===== config.mk =====
export PLATFORM = sky130hd
export DESIGN_NAME = pulse_period_speed_odometer
export DESIGN_NICKNAME = d
export VERILOG_FILES = /design/src/hw/rtl/ppso_pkg.sv /design/src/hw/rtl/ppso_div.sv /design/src/hw/rtl/pulse_period_speed_odometer.sv
export SDC_FILE = /design/constraint.sdc
export NUM_CORES = 2
export LEC_CHECK = 0
export ABC_AREA = 1
export BUFFER_PORTS_ARGS = -buffer_cell sky130_fd_sc_hd__buf_2
export CORE_MARGIN = 2
export CORE_UTILIZATION = 45
export DETAILED_ROUTE_END_ITERATION = 8
export SLEW_MARGIN = 10
export SYNTH_ARGS = -nofsm -noshare
export SYNTH_HDL_FRONTEND = slang
export SYNTH_SLANG_ARGS = --single-unit

===== constraint.sdc =====
create_clock -name clk -period 18.3 [get_ports clk]
set_clock_uncertainty 0.2 [all_clocks]
set_input_delay 0.915 -clock clk [delete_from_list [all_inputs] [get_ports clk]]
set_output_delay 0.915 -clock clk [all_outputs]
set_load 0.01 [all_outputs]

===== src/hw/rtl/ppso_pkg.sv =====
package ppso_pkg;

  localparam int DEF_HISTORY_DEPTH = 5;
  localparam int DEF_INTERVAL_BITS = 16;

  localparam int PPK_W = 24;
  localparam int MIN_W = 16;
  localparam int ODO_W = 32;
  localparam int SPEED_W = 8;
  localparam int TRIES_W = 7;
  localparam int CFG_IDX_W = 3;
  localparam int CFG_DATA_W = 32;
  localparam int OUT_W = 48;

  localparam logic [CFG_IDX_W-1:0] REG_PPK = 3'd0;
  localparam logic [CFG_IDX_W-1:0] REG_MIN_INTERVAL = 3'd1;
  localparam logic [CFG_IDX_W-1:0] REG_MILEAGE_PRESET = 3'd2;
  localparam logic [CFG_IDX_W-1:0] REG_AVERAGING = 3'd3;
  localparam logic [CFG_IDX_W-1:0] REG_JUMP_FILTER = 3'd4;
  localparam logic [CFG_IDX_W-1:0] REG_TEST_MODE = 3'd5;

  localparam logic OP_PULSE = 1'b0;
  localparam logic OP_TIMEOUT = 1'b1;

  localparam logic [1:0] TM_NORMAL = 2'd0;
  localparam logic [1:0] TM_DIV2 = 2'd1;

  localparam logic [PPK_W-1:0] PPK_RESET = 24'd7200;
  localparam logic [MIN_W-1:0] MIN_RESET = 16'd39;

  localparam logic [27:0] SPEED_NUM2 = 28'd144000000;
  localparam logic [SPEED_W-1:0] JUMP_LIMIT = 8'd50;
  localparam logic [TRIES_W-1:0] JUMP_TRIES = 7'd100;
  localparam logic [SPEED_W-1:0] SPEED_MAX = 8'd255;
  localparam int ODO_SCALE = 100;
  localparam int ODO_RATIO = 50;

endpackage


===== src/hw/rtl/ppso_div.sv =====
module ppso_div #(
  parameter int W = 42
) (
  input  logic         clk,
  input  logic         rst,
  input  logic         start,
  input  logic [W-1:0] num,
  input  logic [W-1:0] den,
  output logic         done,
  output logic [W-1:0] quo
);

  localparam int CW = $clog2(W + 1);

  logic [W-1:0]  rem;
  logic [W-1:0]  q;
  logic [W-1:0]  d;
  logic [CW-1:0] cnt;
  logic          busy;
  logic [W:0]    shifted;
  logic [W:0]    trial;

  assign shifted = {rem, q[W-1]};
  assign trial = shifted - {1'b0, d};
  assign quo = q;

  always_ff @(posedge clk) begin
    if (rst) begin
      busy <= 1'b0;
      done <= 1'b0;
      cnt <= '0;
    end else begin
      done <= 1'b0;
      if (start) begin
        busy <= 1'b1;
        cnt <= '0;
      end else if (busy) begin
        cnt <= cnt + 1'b1;
        if (cnt == CW'(W - 1)) begin
          busy <= 1'b0;
          done <= 1'b1;
        end
      end
    end
  end

  always_ff @(posedge clk) begin
    if (start) begin
      rem <= '0;
      q <= num;
      d <= den;
    end else if (busy) begin
      rem <= trial[W] ? shifted[W-1:0] : trial[W-1:0];
      q <= {q[W-2:0], ~trial[W]};
    end
  end

endmodule


===== src/hw/rtl/pulse_period_speed_odometer.sv =====
// Speedometer and odometer fed by speed-sensor pulse beats. Each input beat is a pulse
// (tuser low) carrying the interval since the previous pulse in 50 us ticks, or a timeout
// (tuser high). Every input beat gives exactly one output beat with the speed in km/h, the
// total distance in 0.01 km and the test pin level. Speed is 72000000/(interval*pulses_per_km)
// rounded half up and held at 255; distance is pending*100/pulses_per_km once pending pulses
// exceed pulses_per_km/50. Timeouts and test-mode beats go straight from S_IDLE to S_DONE;
// glitch or first pulses pass S_PULSE on the way. A full pulse runs the distance,
// trimmed-mean and speed divisions through one restoring divider, DIV_W being
// max(39, INTERVAL_BITS+26) bits wide, that retires one quotient bit per cycle and is shared
// by all three; without averaging the history sweep and the mean division drop out, without
// a distance update the distance division drops out.
// The input is not ready while a pulse is being worked on; the output beat sits in its own
// register so the next input can be taken while it waits. Configuration writes are always
// ready and must only be issued while no beat is in flight.
module pulse_period_speed_odometer #(
  parameter int HISTORY_DEPTH = ppso_pkg::DEF_HISTORY_DEPTH,
  parameter int INTERVAL_BITS = ppso_pkg::DEF_INTERVAL_BITS,
  localparam int IN_W = ((INTERVAL_BITS + 1 + 7) / 8) * 8
) (
  input  logic                               clk,
  input  logic                               rst,
  input  logic                               s_tvalid,
  output logic                               s_tready,
  input  logic [IN_W-1:0]                    s_tdata,   // interval_ticks, ignition_on
  input  logic                               s_tuser,   // operation
  output logic                               m_tvalid,
  input  logic                               m_tready,
  output logic [ppso_pkg::OUT_W-1:0]         m_tdata,   // instant_speed, total_mileage, test_output
  input  logic                               cfg_valid,
  output logic                               cfg_ready,
  input  logic [ppso_pkg::CFG_IDX_W-1:0]     cfg_index,
  input  logic [ppso_pkg::CFG_DATA_W-1:0]    cfg_data
);

  localparam int IB = INTERVAL_BITS;
  localparam int HD = HISTORY_DEPTH;
  localparam int DIV_W = (IB + 26 > 39) ? IB + 26 : 39;
  localparam int SUM_W = IB + $clog2(HD);
  localparam int IDX_W = $clog2(HD);
  localparam int CMP_W = (IB > ppso_pkg::MIN_W) ? IB : ppso_pkg::MIN_W;
  localparam int PROD_W = IB + ppso_pkg::PPK_W;
  localparam int ODO_CMP_W = ppso_pkg::ODO_W + 6;

  localparam logic [3:0] S_IDLE   = 4'd0;
  localparam logic [3:0] S_PULSE  = 4'd1;
  localparam logic [3:0] S_ODOCHK = 4'd2;
  localparam logic [3:0] S_ODO    = 4'd3;
  localparam logic [3:0] S_BASIS  = 4'd4;
  localparam logic [3:0] S_SWEEP  = 4'd5;
  localparam logic [3:0] S_TRIM   = 4'd6;
  localparam logic [3:0] S_MEAN   = 4'd7;
  localparam logic [3:0] S_CHECK  = 4'd8;
  localparam logic [3:0] S_SPDST  = 4'd9;
  localparam logic [3:0] S_SDIV   = 4'd10;
  localparam logic [3:0] S_JUMP   = 4'd11;
  localparam logic [3:0] S_DONE   = 4'd12;

  logic [3:0] state;

  logic [ppso_pkg::PPK_W-1:0] ppk;
  logic [ppso_pkg::MIN_W-1:0] min_int;
  logic                       avg_en;
  logic                       jump_en;
  logic [1:0]                 tm;

  logic [1:0]                     pst;
  logic [ppso_pkg::ODO_W-1:0]     pending;
  logic [ppso_pkg::ODO_W-1:0]     odometer;
  logic [ppso_pkg::SPEED_W-1:0]   speed;
  logic [ppso_pkg::TRIES_W-1:0]   tries;
  logic [IB-1:0]                  hist [HD];
  logic [IDX_W-1:0]               slot;
  logic                           toggle;

  logic [IB-1:0]                  t_r;
  logic                           ign_r;
  logic [IB-1:0]                  basis;
  logic [IDX_W-1:0]               idx;
  logic [SUM_W-1:0]               sum;
  logic [IB-1:0]                  lo;
  logic [IB-1:0]                  hi;
  logic [PROD_W-1:0]              den_r;
  logic [ppso_pkg::SPEED_W-1:0]   s_r;

  logic                           div_start;
  logic [DIV_W-1:0]               div_num;
  logic [DIV_W-1:0]               div_den;
  logic                           div_done;
  logic [DIV_W-1:0]               div_quo;

  logic                           odo_go;
  logic [IDX_W:0]                 slot_inc;
  logic [IDX_W-1:0]               slot_next;
  logic [IB-1:0]                  h;
  logic [ppso_pkg::SPEED_W-1:0]   s_sat;
  logic                           out_free;

  assign s_tready = (state == S_IDLE);
  assign cfg_ready = 1'b1;
  assign out_free = !m_tvalid || m_tready;

  assign odo_go = ign_r && (ppk != '0) &&
                  (ODO_CMP_W'(pending) * ODO_CMP_W'(ppso_pkg::ODO_RATIO) > ODO_CMP_W'(ppk));

  assign slot_inc = {1'b0, slot} + 1'b1;
  assign slot_next = (slot_inc >= (IDX_W + 1)'(HD)) ? '0 : slot_inc[IDX_W-1:0];
  assign h = hist[idx];
  assign s_sat = (div_quo[DIV_W-1:ppso_pkg::SPEED_W] != '0) ? ppso_pkg::SPEED_MAX
                                                             : div_quo[ppso_pkg::SPEED_W-1:0];

  always_comb begin
    div_start = 1'b0;
    div_num = DIV_W'(ppso_pkg::SPEED_NUM2) + DIV_W'(den_r);
    div_den = DIV_W'({den_r, 1'b0});
    case (state)
      S_ODOCHK: begin
        div_start = odo_go;
        div_num = DIV_W'(pending) * DIV_W'(ppso_pkg::ODO_SCALE);
        div_den = DIV_W'(ppk);
      end
      S_TRIM: begin
        div_start = 1'b1;
        div_num = DIV_W'(sum - SUM_W'(lo) - SUM_W'(hi));
        div_den = DIV_W'(HD - 2);
      end
      S_SPDST: begin
        div_start = 1'b1;
      end
      default: begin
        div_start = 1'b0;
      end
    endcase
  end

  ppso_div #(
    .W(DIV_W)
  ) u_div (
    .clk(clk),
    .rst(rst),
    .start(div_start),
    .num(div_num),
    .den(div_den),
    .done(div_done),
    .quo(div_quo)
  );

  always_ff @(posedge clk) begin
    if (rst) begin
      state <= S_IDLE;
      ppk <= ppso_pkg::PPK_RESET;
      min_int <= ppso_pkg::MIN_RESET;
      avg_en <= 1'b0;
      jump_en <= 1'b0;
      tm <= ppso_pkg::TM_NORMAL;
      pst <= '0;
      pending <= '0;
      odometer <= '0;
      speed <= '0;
      tries <= '0;
      slot <= '0;
      toggle <= 1'b0;
      m_tvalid <= 1'b0;
      for (int i = 0; i < HD; i++) begin
        hist[i] <= '0;
      end
    end else begin
      if (m_tready) begin
        m_tvalid <= 1'b0;
      end
      if (cfg_valid && cfg_ready) begin
        case (cfg_index)
          ppso_pkg::REG_PPK: ppk <= cfg_data[ppso_pkg::PPK_W-1:0];
          ppso_pkg::REG_MIN_INTERVAL: min_int <= cfg_data[ppso_pkg::MIN_W-1:0];
          ppso_pkg::REG_MILEAGE_PRESET: odometer <= cfg_data[ppso_pkg::ODO_W-1:0];
          ppso_pkg::REG_AVERAGING: avg_en <= cfg_data[0];
          ppso_pkg::REG_JUMP_FILTER: jump_en <= cfg_data[0];
          ppso_pkg::REG_TEST_MODE: tm <= cfg_data[1:0];
          default: ;
        endcase
      end
      case (state)
        S_IDLE: begin
          if (s_tvalid) begin
            t_r <= s_tdata[IB-1:0];
            ign_r <= s_tdata[IB];
            state <= S_DONE;
            if (s_tuser == ppso_pkg::OP_TIMEOUT) begin
              pst <= '0;
              speed <= '0;
              for (int i = 0; i < HD; i++) begin
                hist[i] <= '0;
              end
            end else if (tm == ppso_pkg::TM_DIV2) begin
              toggle <= ~toggle;
            end else if (tm == ppso_pkg::TM_NORMAL) begin
              state <= S_PULSE;
            end
          end
        end
        S_PULSE: begin
          if (pst != 2'd2) begin
            pst <= pst + 1'b1;
          end
          if (pst == '0) begin
            pending <= pending + 1'b1;
            state <= S_DONE;
          end else if (CMP_W'(t_r) < CMP_W'(min_int)) begin
            state <= S_DONE;
          end else begin
            pending <= pending + 1'b1;
            state <= S_ODOCHK;
          end
        end
        S_ODOCHK: begin
          state <= odo_go ? S_ODO : S_BASIS;
        end
        S_ODO: begin
          if (div_done) begin
            odometer <= odometer + div_quo[ppso_pkg::ODO_W-1:0];
            pending <= '0;
            state <= S_BASIS;
          end
        end
        S_BASIS: begin
          if (!avg_en) begin
            hist[0] <= t_r;
            basis <= t_r;
            state <= S_CHECK;
          end else begin
            slot <= slot_next;
            hist[slot_next] <= t_r;
            idx <= '0;
            state <= S_SWEEP;
          end
        end
        S_SWEEP: begin
          if (idx == '0) begin
            sum <= SUM_W'(h);
            lo <= h;
            hi <= h;
          end else begin
            sum <= sum + SUM_W'(h);
            if (h < lo) begin
              lo <= h;
            end
            if (h > hi) begin
              hi <= h;
            end
          end
          idx <= idx + 1'b1;
          if (idx == IDX_W'(HD - 1)) begin
            state <= S_TRIM;
          end
        end
        S_TRIM: begin
          state <= S_MEAN;
        end
        S_MEAN: begin
          if (div_done) begin
            basis <= div_quo[IB-1:0];
            state <= S_CHECK;
          end
        end
        S_CHECK: begin
          if (basis == '0) begin
            state <= S_DONE;
          end else if (!ign_r) begin
            speed <= '0;
            state <= S_DONE;
          end else if (ppk == '0) begin
            s_r <= ppso_pkg::SPEED_MAX;
            state <= S_JUMP;
          end else begin
            den_r <= PROD_W'(basis) * PROD_W'(ppk);
            state <= S_SPDST;
          end
        end
        S_SPDST: begin
          state <= S_SDIV;
        end
        S_SDIV: begin
          if (div_done) begin
            s_r <= s_sat;
            state <= S_JUMP;
          end
        end
        S_JUMP: begin
          if (jump_en && s_r > speed) begin
            if (s_r - speed >= ppso_pkg::JUMP_LIMIT) begin
              if (tries + 1'b1 >= ppso_pkg::JUMP_TRIES) begin
                tries <= '0;
                speed <= s_r;
              end else begin
                tries <= tries + 1'b1;
              end
            end else begin
              tries <= '0;
              speed <= s_r;
            end
          end else begin
            speed <= s_r;
          end
          state <= S_DONE;
        end
        S_DONE: begin
          if (out_free) begin
            m_tvalid <= 1'b1;
            m_tdata <= ppso_pkg::OUT_W'({(tm == ppso_pkg::TM_DIV2) && !toggle,
                                         odometer, speed});
            state <= S_IDLE;
          end
        end
        default: begin
          state <= S_IDLE;
        end
      endcase
    end
  end

endmodule


==> impl_results.md <==
* Status: finished, final reports clean
* Maximum clock rate at between 0.1 and 0.15 GHz
* Maximum vdd drop at between 90 and 100 µV
* First-pass GRT wire length at roughly 230 mm
* Hold-fix buffers, CTS at 0
* Post-route antenna net violation count at 0
* Pins Over Slew Limit at 0
* P&R area growth vs syn at 8.92%
* Synth Register Bits at around 570
* Pre-CTS WS at between 10 and 15 ns
* Placed inst area at ~52000 µm²
* Nets@finish at between 7000 and 8000
* Fin cells at a little under 8000
* LEAKAGE at approximately 26 nW
* Dpl hpwl at roughly 110 mm
* Final-report hold violation count at 0
* Kind of critical path: flip-flop to flip-flop
* GRT Total Usage at between 20% and 30%
* Crit path DAT at ~7.3 ns
* Clock insertion delay at the later pin of the skew report at approximately 0.67 ns
* Period utilization at 40.2%
* DR vias/cell at 5.35
* Sequential cell area fraction in the yosys report at between 30% and 40%
* Yosys cell types at 62
* Drt first pass iters at 6
* Warnings, synthesis at 0
* Critical Path Slowest Stage Cell: nand2_2
* FFs w/ async S/R, synth at 0%
* Die ar. at 113000 µm²
* Number of placed I/O pins at 116
* Root buf cell: clkbuf_16
* Fill cell count at between 10000 and 15000
* Clock-pin slew on the worst setup and hold paths at ~0.06 ns
* # DRC at 0
* Period minus WS final at between 7 and 8 ns
* Worst hold path type: input pin to flip-flop
* Design area at 54000 µm²
* RSZ-0062 raised after global routing: false
* Worst Max-Slew Pin Slew at 1.14 ns
* TNS Setup at 0 ns
* Final setup vio count at 0
* Total power at 0.00528 W
* Die H at roughly 340 µm
* Post-synth EDFFs at 387
* Post-CTS setup buffer count at 0
* Total number of vias at ~42000
* Core area at around 110000 µm²
* Total grt overflow at 0
* Number of placed instances, taps included at around 7700
* CP most frequent cell: nand2_1
* Die W at 336 µm
* Wirelength per Cell at 18.9 µm
* CTS max path bufs at 3
* Row count at 121
* Initial DRC Count at roughly 3000
* Number of global-route vias before repair at about 40000
* WP data required at approximately 18 ns
* CP endpoint kind: flip-flop
* Syn Std Cell Area at 49600 µm²
* Cts repair resizes at 0
* Clock buffer count from CTS at 70
* WL final at roughly 150 mm
* Diode count at 0
* CP Max Fanout at 56
* Pwr/cell area at approximately 98 nW/µm²
* Initial Utilization at a little under half
* CTS tree: yes
* PortBufs at 100
* Final setup margin at ~11 ns
* Startpoint type of the worst setup path: flip-flop
* Mean area per synthesized cell at slightly below 8 µm²
* Initial antenna violation count at 9
* CP peak stage delay at a little over 0.8 ns
* Highest-count cells in the layout ignoring fill and taps: nand2_1, inv_1, nor2_1
* Slew HR at 24.1%
* Max-cap violations at 0
* H-tree depth at 3
* Final GP Congestion at 0.976
* Largest net degree at the start of global routing at 86
* Commonest non-fill, non-tap cell in the layout: nand2_1
* Share of layout cells above drive strength 1 at under 10%
* Predominant post-synthesis flop cell: edfxtp_1
* Cells after Synth at roughly 6300
* TritonCTS Sinks at 574
==> registers in the layout, indices dropped and copies added (netlist names), 19 cells and up, named ones only <==
signal     cells
hist         128
u_div.quo     42
u_div.rem     42
m_tdata       41
u_div.d       41
den_r         40
odometer      32
pending       32
ppk           24
sum           19
==> path summary, 6_finish.rpt <==
path / start / endpoint / slack (ns) / cells after the start
setup / recovery: pending[6] / u_div.quo[5] / 10.94 / 29
hold / removal: s_tdata[9] / t_r[9] / 0.23 / 1
setup reg to reg: pending[6] / u_div.quo[5] / 10.94 / 29
hold reg to reg: min_int[7] / min_int[7] / 0.26 / 2
==> metal layers <==
layer	global-route usage, %	up-vias	part of all wire (%)
met5	0	-	0.018
met4	8.60	4	3.3
met3	3.59	225	6.2
met2	42.6	1220	46
met1	35.8	20000	45
li1	-	20300	-
==> through the flow <==
step / utilization [%] / hold slack, ns
6_report: 49.5 / 0.232
3_5_place_dp: 47.3 / 0.246
4_1_cts: 49.5 / 0.204
3_3_place_gp: 47.3 / 0.249
2_1_floorplan: - / 0.224
5_1_grt: 49.5 / 0.206
==> kinds of logic (layout without fill, tap and decap cells) <==
kind of cell / count (synthesis) / count (layout) / share of synthesized area (%)
other: 2 / 8 / 0.0151
multiplexers: 1 / 1 / 0.0202
flip-flops: 574 / 574 / 31.0
adder cells (fa/ha/maj): 759 / 759 / 24.3
AND/OR/NAND/NOR: 2395 / 2395 / 19.7
buffers and inverters: 1418 / 1498 / 10.9
XOR/XNOR: 149 / 149 / 2.63
AO/OA/AOI/OAI: 1003 / 1003 / 11.4
==> synthesized netlist by cell type (17+ instances only) <==
library cell | number | area (µm²)
nand3_1 | 237 | 1190
dfxtp_1 | 187 | 3740
o21ai_1 | 18 | 90.1
buf_2 | 21 | 105
ha_1 | 420 | 5260
fa_1 | 339 | 6790
nand2_1 | 1427 | 5360
xnor2_1 | 50 | 438
nor4_1 | 30 | 188
nor2_1 | 521 | 1960
nor3_1 | 67 | 335
a21oi_1 | 400 | 2000
xor2_1 | 99 | 867
o21bai_1 | 25 | 188
o22ai_1 | 36 | 225
a31oi_1 | 42 | 263
o211ai_1 | 66 | 495
o21a_1 | 17 | 128
edfxtp_1 | 387 | 11600
a21o_1 | 18 | 135
inv_1 | 1183 | 4440
nand4_1 | 54 | 338
clkbuf_1 | 166 | 623
o21ai_0 | 312 | 1560
==> power by group <==
part           switching, W  internal [W]  leakage (nW)
clock              0.000601      0.000884          1.19
combinational       0.00139      0.000732          19.8
sequential        0.0000877       0.00159          5.12
==> critical path: cells and delay by family (launching register included) <==
| family | cells | cell delay [ns] |
|---|---|---|
| simple gates | 19 | 3.19 |
| fa+ha+maj | 5 | 1.72 |
| buf+inv | 3 | 0.71 |
| flops | 1 | 0.46 |
| xor+xnor | 1 | 0.32 |
| compound gates | 1 | 0.11 |
==> cell type report <==
cell class	instances	area [µm²]	area share, %
multi-input combinational	4315	28900	53.5
sequential	574	15400	28.5
inverter	1199	4500	8.33
clock buffer	86	1920	3.56
tap	1414	1770	3.28
timing repair buffer	172	1040	1.93
clock inverter	41	523	0.968
No activity file was read; power rests on OpenSTA's default activity.
